$ cat src/rtl/sgs_group_mem.sv
// ----------------------------------------------------------------------------
// sgs_group_mem
// Group buffer: one write port, one read port with registered read data.
// ----------------------------------------------------------------------------
module sgs_group_mem #(
    parameter int DEPTH = 64,
    parameter int WIDTH = 32
) (
    input  logic                     aclk,
    input  logic                     wr_en,
    input  logic [$clog2(DEPTH)-1:0] wr_addr,
    input  logic [WIDTH-1:0]         wr_data,
    input  logic                     rd_en,
    input  logic [$clog2(DEPTH)-1:0] rd_addr,
    output logic [WIDTH-1:0]         rd_data
);

    logic [WIDTH-1:0] mem [DEPTH];
    logic [WIDTH-1:0] rd_data_reg;

    // write port
    always_ff @(posedge aclk) begin
        if (wr_en) begin
            mem[wr_addr] <= wr_data;
        end
    end

    // read port, registered: data follows in the cycle after rd_en
    always_ff @(posedge aclk) begin
        if (rd_en) begin
            rd_data_reg <= mem[rd_addr];
        end
    end

    assign rd_data = rd_data_reg;

endmodule

$ cat config.mk
export PLATFORM = sky130hd
export DESIGN_NAME = sgs_group_mem
export DESIGN_NICKNAME = d
export VERILOG_FILES = /design/src/rtl/sgs_group_mem.sv
export SDC_FILE = /design/constraint.sdc
export NUM_CORES = 2
export LEC_CHECK = 0
export ABC_CLOCK_PERIOD_IN_PS = 3750
export BUFFER_PORTS_ARGS = -buffer_cell sky130_fd_sc_hd__buf_2
export CELL_PAD_IN_SITES_DETAIL_PLACEMENT = 0
export CELL_PAD_IN_SITES_GLOBAL_PLACEMENT = 1
export CORE_MARGIN = 5
export CORE_UTILIZATION = 51
export CTS_CLUSTER_DIAMETER = 150
export DETAILED_ROUTE_END_ITERATION = 7
export PLACE_DENSITY = 0.75
export SLEW_MARGIN = 40
export SYNTH_ARGS = -nofsm -noshare
export SYNTH_HDL_FRONTEND = slang
export SYNTH_SLANG_ARGS = --single-unit
$ cat constraint.sdc
create_clock -name aclk -period 3.75 [get_ports aclk]
set_clock_uncertainty 0.15 [all_clocks]
set_input_delay 0.1875 -clock aclk [delete_from_list [all_inputs] [get_ports aclk]]
set_output_delay 0.1875 -clock aclk [all_outputs]
set_load 0.02 [all_outputs]
* Word-level counts from Yosys, hierarchy flattened
Memory sizes are Yosys's and may differ from the RTL's. A register that Yosys moved wholly into a read port is not among the register bits.
Index checks and enable logic that the tools add are counted.
W data, S select, Z words.
** Storage, ports and cells
- Register bits :: 0
- Bits in latches :: 0
- RAM bits :: 2048
- ROM bits :: 0
- Bits of input ports :: 47
- Word-level logic and storage cells :: 3
- Memories :: 1
** Cells by class
- $add $sub $neg :: 0
- Multiply operators :: 0
- Div/mod/pow operators :: 0
- Magnitude comparators :: 0
- Eq/ne operators :: 0
- Shift-type cells :: 0
- Muxes and demuxes :: 2
- Bitwise logic cells :: 0
- Reductions and logical operators :: 0
** Memories
- mem :: depth 64, width 32, read ports 1, clocked after memory_dff 1, write ports 1, RTL line 18 : logic [WIDTH-1:0] mem [DEPTH];
** Operator list (number)
- $mux W1 :: 2

* Longest topological paths before layout
- Depth after elaboration :: 2
- Mapped depth :: 10
- Gate-level depth less buffers :: 5

* Least setup slack after synthesis
Ideal clock, no wire load.
- Path kind :: input -> register
- From :: input wr_addr[3]
- To :: memory mem[48][0], enable pin
- Setup time :: 0.461 ns
- Arrival time :: 2.886 ns
- Required time :: 3.139 ns
- Setup slack :: 0.253 ns
- Stages on the path :: 4
- Path buffers :: 1
- Cell sequence :: clkbuf_1 nor2b_1 nand4b_1 nor3_1
** RTL lines
- from (decl) :: RTL line 11 : input logic [$clog2(DEPTH)-1:0] wr_addr,
- to (decl) :: RTL line 18
Straight into the memory's write port.

==> results.ini <==
[timing]
fmax_ghz=0.334
final-setup-viol-count=0
rsz0062_at_grt=no
postLayoutSetupSlackWorst_ps=760
min_period_ps=2990
hold_slack_ps=138
hold_violations=0
max_slew_margin_pct=33.9
timing.final.max_slew_violations=0
worstMarginPinSlew_ps=992
fin_crit_sh_pct=79.7
finalSetupTns_ps=0

[clock_network]
cts_tree=done
h-tree-depth=4
cts_sinks=2080
clk_latency_ps=850
cts_buffers=199
cts_root_buf=clkbuf_16
clockBufferDepth=3
clkTransAtPathRegs_ps=60
cts_setup_buffers=0

[drt]
wl_per_cell_um=33.5
wl_um=198000
drtIter0Drc=4963
vias=37665
drt_first_pass_iters=7
remaining_drc_errors=0
vias_per_cell=6.36
ant_nets=0

[setup_path]
crit_path_end=rd_data[17]
critPathCaptureType=flip-flop
arrival_ps=3340
reg2reg_to=rd_data[27]
worst-setup-path-type=in -> reg
cp.required_ps=4100
timing.critical_path.from=rd_addr[5]
rr_startpoint=mem[31][27]
cp-start-kind=input pin
reg2reg_depth=4
rrSetupSlack_ps=790
worstPathMaxFanout=14

[power]
powerDensity_nw_per_um2=531
finalPower_mw=48.1
p_leak_nw=28.4
peakVddDrop_mv=0.524

[placed_design]
gp_congestion=0.858
place_hpwl_um=114000
dp_cells=5513
pre_cts_slack_ps=202
placed_cell_area_um2=83800
port-buffer-count=78

[synth]
synth_fp_nets=3371
synth.distinct_cells=33
yosysTopAreaCellShare_pct=79.2
synth_area_um2=78800
syn_inst=3324
synth_top_area_cell=edfxtp_1
synth_warnings=0
ys_top_cells_by_area=edfxtp_1 (79%), mux4_2 (16%), mux2i_1 (1.2%)
synthTopCellsByCount=edfxtp_1 (2,080), mux4_2 (544), nor2_1 (137)
synth_enable_flop_cells=2080
yosysMostFrequentCell=edfxtp_1
synth.avg_cell_area_um2=23.7
synth_ff_type=edfxtp_1
yosys_register_bits=2080
async_flop_share_pct=0
synth_seq_area_share_pct=79.2

[hold_path]
min_path_type=in -> reg

[global_routing]
grt-ovfl-total=0
grt_max_degree=65
track_usage_pct=24.5
grt_pass1_wl_um=280000
grt_pass1_vias=37877
grt_antenna_before_repair=19

[floorplan]
ioPinCount=79
die_x_um=403
core_area_um2=154000
initial_core_util_pct=51.2
dieArea_um2=163000
placementRows=144
chipHeight_um=403

[final_layout]
stdcell_count=5920
drive_above_1_share_pct=31.2
area_growth_pct=15.0
fin_nets=3758
design_area_um2=90600
largest_register_ffs=2048
utilization_pct=58.9

[flow_run]
timing.max_cap.violations=0

[status]
status=complete, no violations

[where the power goes]
part,internal (mW),leakage (nW),total [mW],switching [mW]
combinational,0.983,6.58,2.62,1.63
clock,10.9,3.11,19.6,8.70
sequential,25.8,18.7,25.9,0.0748
total,37.7,28.4,48.1,10.4
[cell families after synthesis]
group | after synthesis | synth area share (%)
simple gates | 223 | 1.26
compound gates | 202 | 1.67
flops | 2080 | 79.2
buf+inv | 182 | 1.12
mux | 637 | 16.7
[worst min path at each step]
stage                            from     endpoint  slack [ps]  depth (start not counted)
after detailed placement  rd_data[11]  rd_data[11]         480                          1
after global routing       wr_addr[4]   mem[54][8]         100                          3
after floorplan            wr_data[0]    mem[0][0]         140                          0
after global placement     rd_data[4]   rd_data[4]         480                          1
after CTS                  wr_addr[4]   mem[54][5]          30                          3
final                      wr_addr[4]   mem[54][5]         140                          3
[what timing repair did]
action,in CTS,in global routing
hold buffers,40,0
hold endpoints to repair,1519,0
resized for setup,0,0
[worst max-delay path, cell delays in order]
cell and delay [ps]:
dlygate4sd3_1 610, buf_2 220, buf_4 220, nand2_1 640, buf_4 420, a41o_1 150
o32ai_1 150, nor3_1 710
[area by class of cell]
| type | count | area (µm²) |
|---|---|---|
| fillers | 10754 | 63200 |
| flip-flops and latches | 2080 | 62500 |
| multi-input cells | 1062 | 16000 |
| clock buffers | 241 | 5140 |
| repair buffers | 368 | 3190 |
| well taps | 2044 | 2560 |
| clock inverters | 119 | 1280 |
| diodes | 6 | 15.0 |
[metal layers]
layer | GRT usage (%) | part of all wire [%]
met5 | 0.803 | 0.074
met4 | 7.80 | 3.0
met3 | 6.58 | 11
met2 | 38.4 | 48
met1 | 34.2 | 38
[layout by cell type (no fill, tap or decap), drive strengths merged]
cell and count:
and2 2, dlygate4sd3 40, mux4 544, or3b 5, nand3b 5, buf 327
nand2 26, clkinv 98, inv 4, a21oi 62, nand3 5, or3 3
nand4b 1, clkbuf 242, a41o 4, bufinv 16, a311oi 8, clkinvlp 1
edfxtp 2080, or2 3, nand4 2, nor2 137, diode 6, mux2i 93
o22ai 84, nand2b 8, a22oi 12, o32ai 4, o221ai 27, a31oi 1
nor3 7, nor2b 15, and3 4
Power figures use the tool's default switching activity.
