### src/rtl/sgs_pkg.sv
// ----------------------------------------------------------------------------
// sgs_pkg
// Shared constants for the sparse group shrinkage block: register indexes
// and the widths of the norm and divide datapaths.
// ----------------------------------------------------------------------------
package sgs_pkg;

    // configuration register indexes
    localparam logic [1:0] CFG_GROUP_LENGTH      = 2'd0;
    localparam logic [1:0] CFG_GROUP_THRESHOLD   = 2'd1;
    localparam logic [1:0] CFG_ELEMENT_THRESHOLD = 2'd2;

    // datapath widths
    localparam int SUM_BITS   = 64;
    localparam int ROOT_BITS  = 32;
    localparam int STEP_BITS  = 5;
    localparam logic [STEP_BITS-1:0] LAST_STEP = 5'd31;

    typedef logic [SUM_BITS-1:0]  sum_t;
    typedef logic [ROOT_BITS-1:0] root_t;

endpackage

### src/rtl/sgs_divider.sv
// ----------------------------------------------------------------------------
// sgs_divider
// Restoring divider, 64-bit dividend by 32-bit divisor, quotient known to
// fit 32 bits; one quotient bit per cycle.
// ----------------------------------------------------------------------------
module sgs_divider import sgs_pkg::*; (
    input  logic  aclk,
    input  logic  aresetn,
    input  logic  start,
    input  sum_t  dividend,
    input  root_t divisor,
    output logic  done,
    output root_t quotient
);

    logic                 busy_reg;
    logic                 done_reg;
    logic [STEP_BITS-1:0] step_reg;
    root_t                rem_reg;
    root_t                dvd_reg;
    root_t                q_reg;
    logic [ROOT_BITS:0]   rem_sh;
    logic                 take;

    // shift in the next dividend bit and compare
    always_comb begin
        rem_sh = {rem_reg, dvd_reg[ROOT_BITS-1]};
        take   = rem_sh >= {1'b0, divisor};
    end

    // control
    always_ff @(posedge aclk) begin
        if (!aresetn) begin
            busy_reg <= 1'b0;
            done_reg <= 1'b0;
            step_reg <= '0;
        end else begin
            done_reg <= 1'b0;
            if (start) begin
                busy_reg <= 1'b1;
                step_reg <= '0;
            end else if (busy_reg) begin
                step_reg <= step_reg + 1'b1;
                if (step_reg == LAST_STEP) begin
                    busy_reg <= 1'b0;
                    done_reg <= 1'b1;
                end
            end
        end
    end

    // datapath
    always_ff @(posedge aclk) begin
        if (start) begin
            rem_reg <= dividend[SUM_BITS-1:ROOT_BITS];
            dvd_reg <= dividend[ROOT_BITS-1:0];
            q_reg   <= '0;
        end else if (busy_reg) begin
            rem_reg <= take ? ROOT_BITS'(rem_sh - {1'b0, divisor}) : rem_sh[ROOT_BITS-1:0];
            dvd_reg <= dvd_reg << 1;
            q_reg   <= {q_reg[ROOT_BITS-2:0], take};
        end
    end

    assign done     = done_reg;
    assign quotient = q_reg;

endmodule

### config.mk
export PLATFORM = sky130hd
export DESIGN_NAME = sgs_divider
export DESIGN_NICKNAME = d
export VERILOG_FILES = /design/src/rtl/sgs_pkg.sv /design/src/rtl/sgs_divider.sv
export SDC_FILE = /design/constraint.sdc
export NUM_CORES = 1
export LEC_CHECK = 0
export BUFFER_PORTS_ARGS = -buffer_cell sky130_fd_sc_hd__buf_2
export CAP_MARGIN = 20
export CORE_MARGIN = 10
export CORE_UTILIZATION = 30
export CTS_CLUSTER_SIZE = 10
export DETAILED_ROUTE_END_ITERATION = 6
export PLACE_DENSITY = 0.58
export SYNTH_ARGS = -nofsm -noshare
export SYNTH_HDL_FRONTEND = slang
export SYNTH_SLANG_ARGS = --single-unit
### constraint.sdc
create_clock -name aclk -period 6.6 [get_ports aclk]
set_clock_uncertainty 0.05 [all_clocks]
set_input_delay 1.32 -clock aclk [delete_from_list [all_inputs] [get_ports aclk]]
set_output_delay 1.32 -clock aclk [all_outputs]
set_load 0.005 [all_outputs]
Word-level counts from Yosys, hierarchy flattened
Cells that the tools add are included.
- reductions and logical operators: 3
- order comparisons: 1
- $add $sub $neg: 2
- bitwise gates (word level): 2
- mux-type cells: 9
- eq/ne operators: 1
- operator list (operator ; count):
    two-way mux 32 bit ; 5
    >= comparator 33 x 32 -> 1 bit ; 1
    subtractor 32 bit ; 1
    adder 5 x 1 -> 5 bit (second input constant) ; 1
    == test 5 bit (second input constant) ; 1
    two-way mux 1 bit ; 4
    OR reduction 3 bit ; 1
    NOT 1 bit ; 2
    nonzero test 2 bit ; 1
    OR reduction 2 bit ; 1
- output and inout bits: 33
- register bits after elaboration: 103
- bits of input ports: 99

Depth between registers and ports, before layout
Gate-level depths: netlist (run 1).
- depth in word-level cells: 4
- gate-level depth with buffers: 14
- mapped depth without buffers: 12

Worst setup path after synthesis (run 1)
Ideal clock, no wire load.
- path kind: in2reg
- from: input divisor[10]
- to: register rem_reg[26], data pin
- stages on the path: 13
- library setup time: 0.260 ns
- arrival: 3.883 ns
- slack: 2.407 ns
- path buffers: 3
- required time: 6.290 ns
- path through: inv_1 > ha_1 > buf_6 > and3_1 > and4_1 > and2_1 > a221oi_4 > a211oi_4 > or2_1 > buf_6 > buf_6 > mux2_4 > mux2_2
- longest elaborated chain between the ends: 4
- elaborated cells between the ends (all ways): 5
- ends and longest elaborated chain (what ; line ; source):
    from (decl) ; sgs_divider.sv:11 ; input root_t divisor,
    subtractor 32 bit / >= comparator 33 x 32 -> 1 bit (equally long branches) ; sgs_divider.sv:59, sgs_divider.sv:28 ;
    two-way mux 32 bit (*) ; sgs_divider.sv:59 ; rem_reg <= take ? ROOT_BITS'(rem_sh - {1'b0, divisor}) : rem_sh[ROOT_BITS-1:0];
    two-way mux 32 bit (*) ; sgs_divider.sv:58 ; end else if (busy_reg) begin
    two-way mux 32 bit (*) ; sgs_divider.sv:54 ; if (start) begin
    to (signal assigned) ; sgs_divider.sv:55 ; rem_reg <= dividend[SUM_BITS-1:ROOT_BITS];
    to (signal assigned) ; sgs_divider.sv:59 ;
    to (decl) ; sgs_divider.sv:19 ; root_t rem_reg;
Mark *: on every way between the ends. The rest lies on a longest branch, timed or not. The select of a mux whose other input is x is not followed.
A chain may end at the register's enable or synchronous reset.

Worst setup path in the final report (run 1)
- from: input divisor[14]
- to: register rem_reg[26], data pin
The elaborated chain is that of the path after synthesis.

==> results of run 1 <==
## cells by family after synthesis
kind of cell	count (synthesis)	synth area share
flops	103	0.432
mux	94	0.162
xor+xnor	28	0.0392
fa+ha+maj	35	0.0712
compound gates	120	0.131
simple gates	151	0.121
buf+inv	64	0.0430
## routing by layer
metal,up-vias,track usage,part of all wire
met2,117,0.190,0.45
met1,2201,0.150,0.44
met4,8,0.0346,0.011
met3,20,0.0508,0.089
li1,2426,-,-
met5,-,0,0.0034
## final cells by class
class                           count  area share
Sequential cell                   103       0.360
Clock buffer                        9      0.0300
Multi-Input combinational cell    428       0.438
Timing Repair Buffer              136      0.0927
Clock inverter                      7      0.0128
Antenna cell                        4     0.00133
Tap cell                          270      0.0450
Inverter                           40      0.0200
## final timing paths
| kind | to | cells after the start | from | slack [ps] |
|---|---|---|---|---|
| max | rem_reg[26] | 12 | divisor[14] | 1900 |
| max reg2reg | rem_reg[26] | 10 | rem_reg[13] | 2540 |
| min reg2reg | quotient[0] | 2 | quotient[0] | 450 |
| min | quotient[0] | 2 | quotient[0] | 450 |
## power by group
group | internal (mW) | switching [mW]
clock | 0.282 | 0.299
sequential | 0.793 | 0.0410
combinational | 0.407 | 0.463
total | 1.48 | 0.803
## synthesized netlist by cell type, types with 12 or more instances
| library cell | n | share of area |
|---|---|---|
| nor3_1 | 17 | 0.014 |
| nor2_1 | 48 | 0.029 |
| edfxtp_1 | 64 | 0.31 |
| mux2_2 | 52 | 0.094 |
| nand2_1 | 26 | 0.016 |
| ha_1 | 34 | 0.068 |
| o21ai_0 | 17 | 0.014 |
| inv_1 | 40 | 0.024 |
| a21o_1 | 12 | 0.014 |
| mux2i_1 | 37 | 0.059 |
| dfxtp_1 | 39 | 0.12 |
| xnor2_1 | 19 | 0.027 |
| nor2b_1 | 12 | 0.012 |
| a21oi_1 | 40 | 0.032 |
## critical path, stage by stage
cell	delay [ps]
buf_2	80
inv_1	30
ha_1	420
nand4_1	160
nor3_1	410
and2_1	270
a221oi_4	120
a211oi_4	410
or2_1	680
buf_4	310
mux2_4	310
mux2_2	250
## placed cells by master (no fill, tap or decap), types with 19 or more instances in the layout
cell type / instances
a21oi_1: 40
inv_1: 40
nor2_1: 48
dfxtp_1: 38
ha_1: 34
mux2i_1: 37
xnor2_1: 19
edfxtp_1: 64
mux2_2: 52
nand2_1: 26
buf_2: 130
==> flow_summary.ini, run 1 <==
[run_status]
status = completed

[job]
drv_cap = 0

[cts]
cts_setup_buffers = 0
clock_latency_ps = 370
clock-root-buffer = clkbuf_16
cts_buffers = 9
hold_buffers = 0
cts_resized = 0
cts_num_sinks = 103
clockBufferDepth = 2
htree_num_levels = 3
cts_tree = yes
clkTransAtPathRegs_ps = 80

[synthesis]
yosysWarnings = 0
syn-cell-area_mm2 = 0.00625
async_flop_share = 0
ys_types = 58
ys.flop_type = edfxtp_1
seq_area_frac_synth = 0.432
synth-seq-cells = 103
synth_edf_count = 64
syn-mean-instance-area_um2 = 10.5
syn-num-nets = 729
synth_cells = 595

[floorplanning]
rows = 52
fp.dieH_um = 164
num_io_pins = 132
core-area_mm2 = 0.0204
die_area_mm2 = 0.0270
initial_utilization = 0.307
die_w_um = 164

[final_layout]
drive_gt1_frac = 0.299
stdcell_count = 997
syn_to_final_growth_pct = 19.9
final_nets = 852
multi_input_area_mm2 = 0.00328
fillerInstances = 2062
regArea_mm2 = 0.00270
final_area_mm2 = 0.00750
final_core_util = 0.368

[setup_path]
cp_max_fo = 19
worstPathArrival_ps = 4770
path_class = in2reg
worstPathRequired_ps = 6670
start_kind = primary input
cp-end-kind = flip-flop

[detailed_routing]
drtPass1Iterations = 4
drcViolationCount = 0
drt_iter0_markers = 215
wl_per_cell_um = 16.4
viasPerCell = 4.79
final_antenna_net_count = 0
wirelength_mm = 16.3
dr_total_vias = 4772

[sta]
hold_ws_ps = 450
relSlewSlack = 0.473
finalSetupViolCount = 0
fin_ws_ps = 1900
min_period_ps = 4700
min_period_over_period = 0.712
slew_viol_final = 0
finalHoldViolCount = 0
fmax_mhz = 213
tightest_slew_ps = 791
grt_setup_unrepaired = no
setup_tns_ps = 0

[global_routing]
grt_antenna_before_repair = 9
grt_pass1_vias = 4901
grt_pass1_wl_mm = 26.1
grt.overflow.total = 0
track_usage = 0.122
grt_max_degree = 64

[placement]
post-place-ws_ps = 1500
port_buffers = 131
gp_congestion = 0.799
dp_hpwl_mm = 12.3
placed_cells = 977
dpl-instance-area_mm2 = 0.00717

[power_and_ir_drop]
vdd_ir_drop_max_uv = 163
power_mw = 2.28
p_per_area_mw_per_mm2 = 305
p_leak_nw = 3.22

[hold_path]
hp-class = reg2reg
Power figures use the tool's default switching activity.
==> inputs of run 2 (changes only) <==
==> constraint.sdc (replaced) <==
create_clock -name aclk -period 4.65 [get_ports aclk]
set_clock_uncertainty 0.05 [all_clocks]
set_input_delay 0.93 -clock aclk [delete_from_list [all_inputs] [get_ports aclk]]
set_output_delay 0.93 -clock aclk [all_outputs]
set_load 0.005 [all_outputs]
==> run 2 against run 1 <==
Global-route usage decreased by 0.44 points. Register-to-register slack got worse by 1500 ps. Power is 43% higher. Setup slack got worse by 1100 ps. First-iteration DRC count is 2.8% higher. Clock-buffer cell count unchanged. Largest cell class unchanged.
==> flow_summary.ini, run 2 (synthesized netlist as in run 1, its figures left out) <==
[final_layout]
fillerInstances = 2082
final_cell_mix = 130 x buf_2, 64 x edfxtp_1, 52 x mux2_2
syn_to_final_growth_pct = 20.4
regArea_mm2 = 0.00270
final_core_util = 0.370
multi_input_area_mm2 = 0.00328
stdcell_count = 1000
drive_gt1_frac = 0.301
final_nets = 854
layout_commonest_cell = buf_2

[sta]
fmax_mhz = 259
relSlewSlack = 0.368
grt_setup_unrepaired = no
min_period_ps = 3870
setup_tns_ps = 0
min_period_over_period = 0.831
slew_viol_final = 0
hold_ws_ps = 451
tightest_slew_ps = 948
finalSetupViolCount = 0
finalHoldViolCount = 0

[run_status]
status = completed

[cts]
clockBufferDepth = 2
clock_latency_ps = 370
cts_resized = 0
cts_setup_buffers = 0
clkTransAtPathRegs_ps = 80
cts_buffers = 9
cts_tree = yes
cts_num_sinks = 103
hold_buffers = 0
htree_num_levels = 3
clock-root-buffer = clkbuf_16

[floorplanning]
fp.dieH_um = 164
rows = 52
core-area_mm2 = 0.0204
die_w_um = 164
num_io_pins = 132
die_area_mm2 = 0.0270
initial_utilization = 0.307

[global_routing]
grt_pass1_wl_mm = 25.2
grt_max_degree = 80
grt.overflow.total = 0
grt_antenna_before_repair = 9
grt_pass1_vias = 4806
track_usage = 0.117

[job]
drv_cap = 0

[setup_path]
worstPathRequired_ps = 4720
worstPathArrival_ps = 3940
startpoint = divisor[14]
cp-end-kind = flip-flop
r2r_cells = 10
path_class = in2reg
timing.rr.start = rem_reg[13]
start_kind = primary input
critPathCapture = rem_reg[17]
r2r_end = rem_reg[17]
cp_max_fo = 19
regToRegSetupSlack_ps = 1020

[placement]
dp_hpwl_mm = 12.0
placed_cells = 979
gp_congestion = 0.827
port_buffers = 131

[power_and_ir_drop]
p_per_area_mw_per_mm2 = 433
vdd_ir_drop_max_uv = 214
p_leak_nw = 3.24

[detailed_routing]
drcViolationCount = 0
wl_per_cell_um = 16.1
drt_iter0_markers = 221
wirelength_mm = 16.1
drtPass1Iterations = 4
dr_total_vias = 4787
final_antenna_net_count = 0
viasPerCell = 4.79

[hold_path]
hp-class = reg2reg
## run 2: how the worst min path moves through the flow
| stage | slack [ps] | end | depth (start not counted) | from |
|---|---|---|---|---|
| 6_report | 450 | quotient[0] | 2 | quotient[0] |
| 5_1_grt | 490 | quotient[0] | 2 | quotient[0] |
| 4_1_cts | 460 | quotient[31] | 2 | quotient[31] |
| 3_5_place_dp | 430 | quotient[31] | 2 | quotient[31] |
| 3_3_place_gp | 420 | quotient[31] | 2 | quotient[31] |
| 2_1_floorplan | 420 | step_reg[4] | 2 | step_reg[4] |
## run 2: critical path, stage by stage
cell	delay, ps
buf_2	70
inv_1	30
ha_1	420
nand4_1	170
nor3_1	410
and2_1	270
a221oi_4	120
a211oi_4	440
or2_1	180
buf_4	260
mux2_2	360
mux2_2	260
## run 2: layout make-up
class,count,share of cell area
diodes,5,0.00166
clock buffers,9,0.0299
clock inverters,7,0.0128
inverters,40,0.0199
multi-input cells,428,0.436
flip-flops and latches,103,0.359
well taps,270,0.0449
repair buffers,138,0.0960
## run 2: per-stage QoR
| stage | setup slack (ps) | power [mW] | area (um^2) |
|---|---|---|---|
| floorplan | 847 | 2.17 | 6250 |
| global placement | 545 | 2.44 | 7200 |
| detailed placement | 471 | 2.45 | 7200 |
| CTS | 849 | 3.30 | 7520 |
| global route | 596 | 3.48 | 7520 |
| finish | 784 | 3.26 | 7530 |
## run 2: layer usage
layer | routed length, um | global-route usage
met3 | 1440 | 0.0535
met4 | 165 | 0.0302
met1 | 7240 | 0.143
met5 | 59 | 0
met2 | 7150 | 0.184
## run 2: report_power, final
| part | internal (mW) | switching, mW |
|---|---|---|
| combinational | 0.586 | 0.661 |
| clock | 0.403 | 0.430 |
| sequential | 1.12 | 0.0590 |
==> inputs of run 3 (changes only) <==
--- a/config.mk
+++ b/config.mk
@@ -11,7 +11,7 @@
 export CORE_UTILIZATION = 30
 export CTS_CLUSTER_SIZE = 10
 export DETAILED_ROUTE_END_ITERATION = 6
-export PLACE_DENSITY = 0.58
+export PLACE_DENSITY = 0.6
 export SYNTH_ARGS = -nofsm -noshare
 export SYNTH_HDL_FRONTEND = slang
 export SYNTH_SLANG_ARGS = --single-unit
==> constraint.sdc (replaced) <==
create_clock -name aclk -period 3.2 [get_ports aclk]
set_clock_uncertainty 0.05 [all_clocks]
set_input_delay 0.64 -clock aclk [delete_from_list [all_inputs] [get_ports aclk]]
set_output_delay 0.64 -clock aclk [all_outputs]
set_load 0.005 [all_outputs]
==> run 3 against run 2 <==
Clock-buffer cell count increased by 1. First-iteration DRC count is 12% lower. Cell area increased by 11%. Final cell count increased by 8.1%. Global-route usage up 0.89 points. Die area is the same. Via count is 6.7% higher. Clock power is 38% higher. Wire length grew 7.4%. Sequential cell count did not move. Sequential share of layout area decreased by 3.6 points. Critical endpoint is now rem_reg[26].
==> flow_summary.ini, run 3 (synthesized netlist as in run 1, its figures left out) <==
[run_status]
status = completed

[setup_path]
slowest_delay_ps = 360
start_kind = primary input
cp_num_buf_inv = 3
cp-end-kind = flip-flop
critPathMostFrequentCell = mux2_4
cp_cell_sequence = buf_2, inv_8, ha_4, a21o_1, o2bb2ai_1, a221o_1, a221oi_4, a211oi_4, or2_1, buf_4, mux2_4, mux2_4
path_class = in2reg
cp_max_fo = 10
path_delay_family = compound AO/OA/AOI/OAI gates
worstPathRequired_ps = 3260
critPathSlowestCell = a221o_1
worstPathArrival_ps = 3170

[floorplanning]
rows = 52
die_area_mm2 = 0.0270
core-area_mm2 = 0.0204
fp.dieH_um = 164
die_w_um = 164
num_io_pins = 132
initial_utilization = 0.307

[placement]
gp_congestion = 0.823
post-place-ws_ps = -279
placed_cells = 1059
port_buffers = 131
dp_hpwl_mm = 13.3

[hold_path]
hp-class = in2reg

[final_layout]
layout_commonest_cell = buf_2
syn_to_final_growth_pct = 33.7
drive_gt1_frac = 0.414
regArea_mm2 = 0.00270
stdcell_count = 1081
fillerInstances = 2031
final_nets = 936
multi_input_area_mm2 = 0.00350
final_cell_mix = 130 x buf_2, 87 x buf_4, 64 x edfxtp_1

[global_routing]
grt.overflow.total = 0
grt_pass1_wl_mm = 27.5
track_usage = 0.126
grt_pass1_vias = 5446
grt_antenna_before_repair = 9
grt_max_degree = 51

[power_and_ir_drop]
vdd_ir_drop_max_uv = 354
p_leak_nw = 3.65
p_per_area_mw_per_mm2 = 628

[sta]
relSlewSlack = 0.573
min_period_over_period = 0.971
fin_ws_ps = 93.8
setup_tns_ps = 0
finalSetupViolCount = 0
hold_ws_ps = 448
min_period_ps = 3110
finalHoldViolCount = 0
tightest_slew_ps = 639
fmax_mhz = 322
slew_viol_final = 0
grt_setup_unrepaired = yes

[cts]
clkTransAtPathRegs_ps = 80
clock-root-buffer = clkbuf_16
cts_tree = yes
hold_buffers = 0
cts_buffers = 9
cts_num_sinks = 103
htree_num_levels = 3
clock_latency_ps = 360
clockBufferDepth = 2

[detailed_routing]
drtPass1Iterations = 4
wl_per_cell_um = 16.0
final_antenna_net_count = 0
met1_length_mm = 7.70
drcViolationCount = 0
drt_iter0_markers = 194
wirelength_mm = 17.3
dr.max_layer_used = met5
wl_met2_mm = 7.93
wl_met3_mm = 1.40
viasPerCell = 4.72
dr_total_vias = 5106

[job]
drv_cap = 0
[run 3: changes by cell type in the layout (fill, tap and decap cells not counted), sizes merged]
cell    before  now
diode        5    4
buf        138  220
clkinv       0    1
clkbuf       9   10
inv         47   45
[run 3: metrics by stage]
| step | utilization | total power [mW] | instance area [um^2] |
|---|---|---|---|
| finish | 0.411 | 5.25 | 8360 |
| global route | 0.410 | 5.61 | 8350 |
| CTS | 0.407 | 5.26 | 8280 |
| detailed placement | 0.391 | 4.06 | 7970 |
| global placement | 0.391 | 4.04 | 7970 |
| floorplan | - | 3.26 | 6430 |
[run 3: path summary, 6_finish.rpt]
check,startpoint,endpoint,slack [ps],depth (start not counted)
worst max-delay path,divisor[8],rem_reg[26],90,12
worst min-delay path,aresetn,busy_reg,450,2
worst max register to register,rem_reg[7],rem_reg[26],100,10
worst min register to register,step_reg[3],step_reg[3],460,2
[run 3: worst reg2reg max path, delay by kind of cell (launching register included)]
kind / cells / cell delay (ps)
flops: 1 / 430
compound gates: 5 / 1100
buf+inv: 1 / 190
simple gates: 1 / 260
mux: 2 / 560
fa+ha+maj: 1 / 260
[run 3: metal layers]
| layer | vias to the layer above | track usage |
|---|---|---|
| met1 | 2381 | 0.153 |
| li1 | 2588 | - |
| met3 | 21 | 0.0530 |
| met5 | - | 0 |
| met2 | 106 | 0.205 |
| met4 | 10 | 0.0266 |
[run 3: report_power, final]
part           leakage, nW  internal (mW)  total (mW)  switching (mW)
Clock                0.152          0.580        1.15           0.573
Combinational         2.54           1.25        2.36            1.11
Sequential           0.959           1.64        1.74           0.101
Total                 3.65           3.47        5.25            1.79
[run 3: area by class of cell]
type / instances / area share
Clock inverter: 6 / 0.00808
Multi-Input combinational cell: 428 / 0.419
Antenna cell: 4 / 0.00120
Tap cell: 270 / 0.0404
Inverter: 40 / 0.0189
Timing Repair Buffer: 220 / 0.161
Clock buffer: 10 / 0.0286
Sequential cell: 103 / 0.323
[run 3: timing repair]
action | 4_1_cts | 5_1_grt
endpoints found under the setup margin | 3 | 19
resized for setup | 2 | 13
setup buffers | 0 | 2
pin swaps | 1 | 10
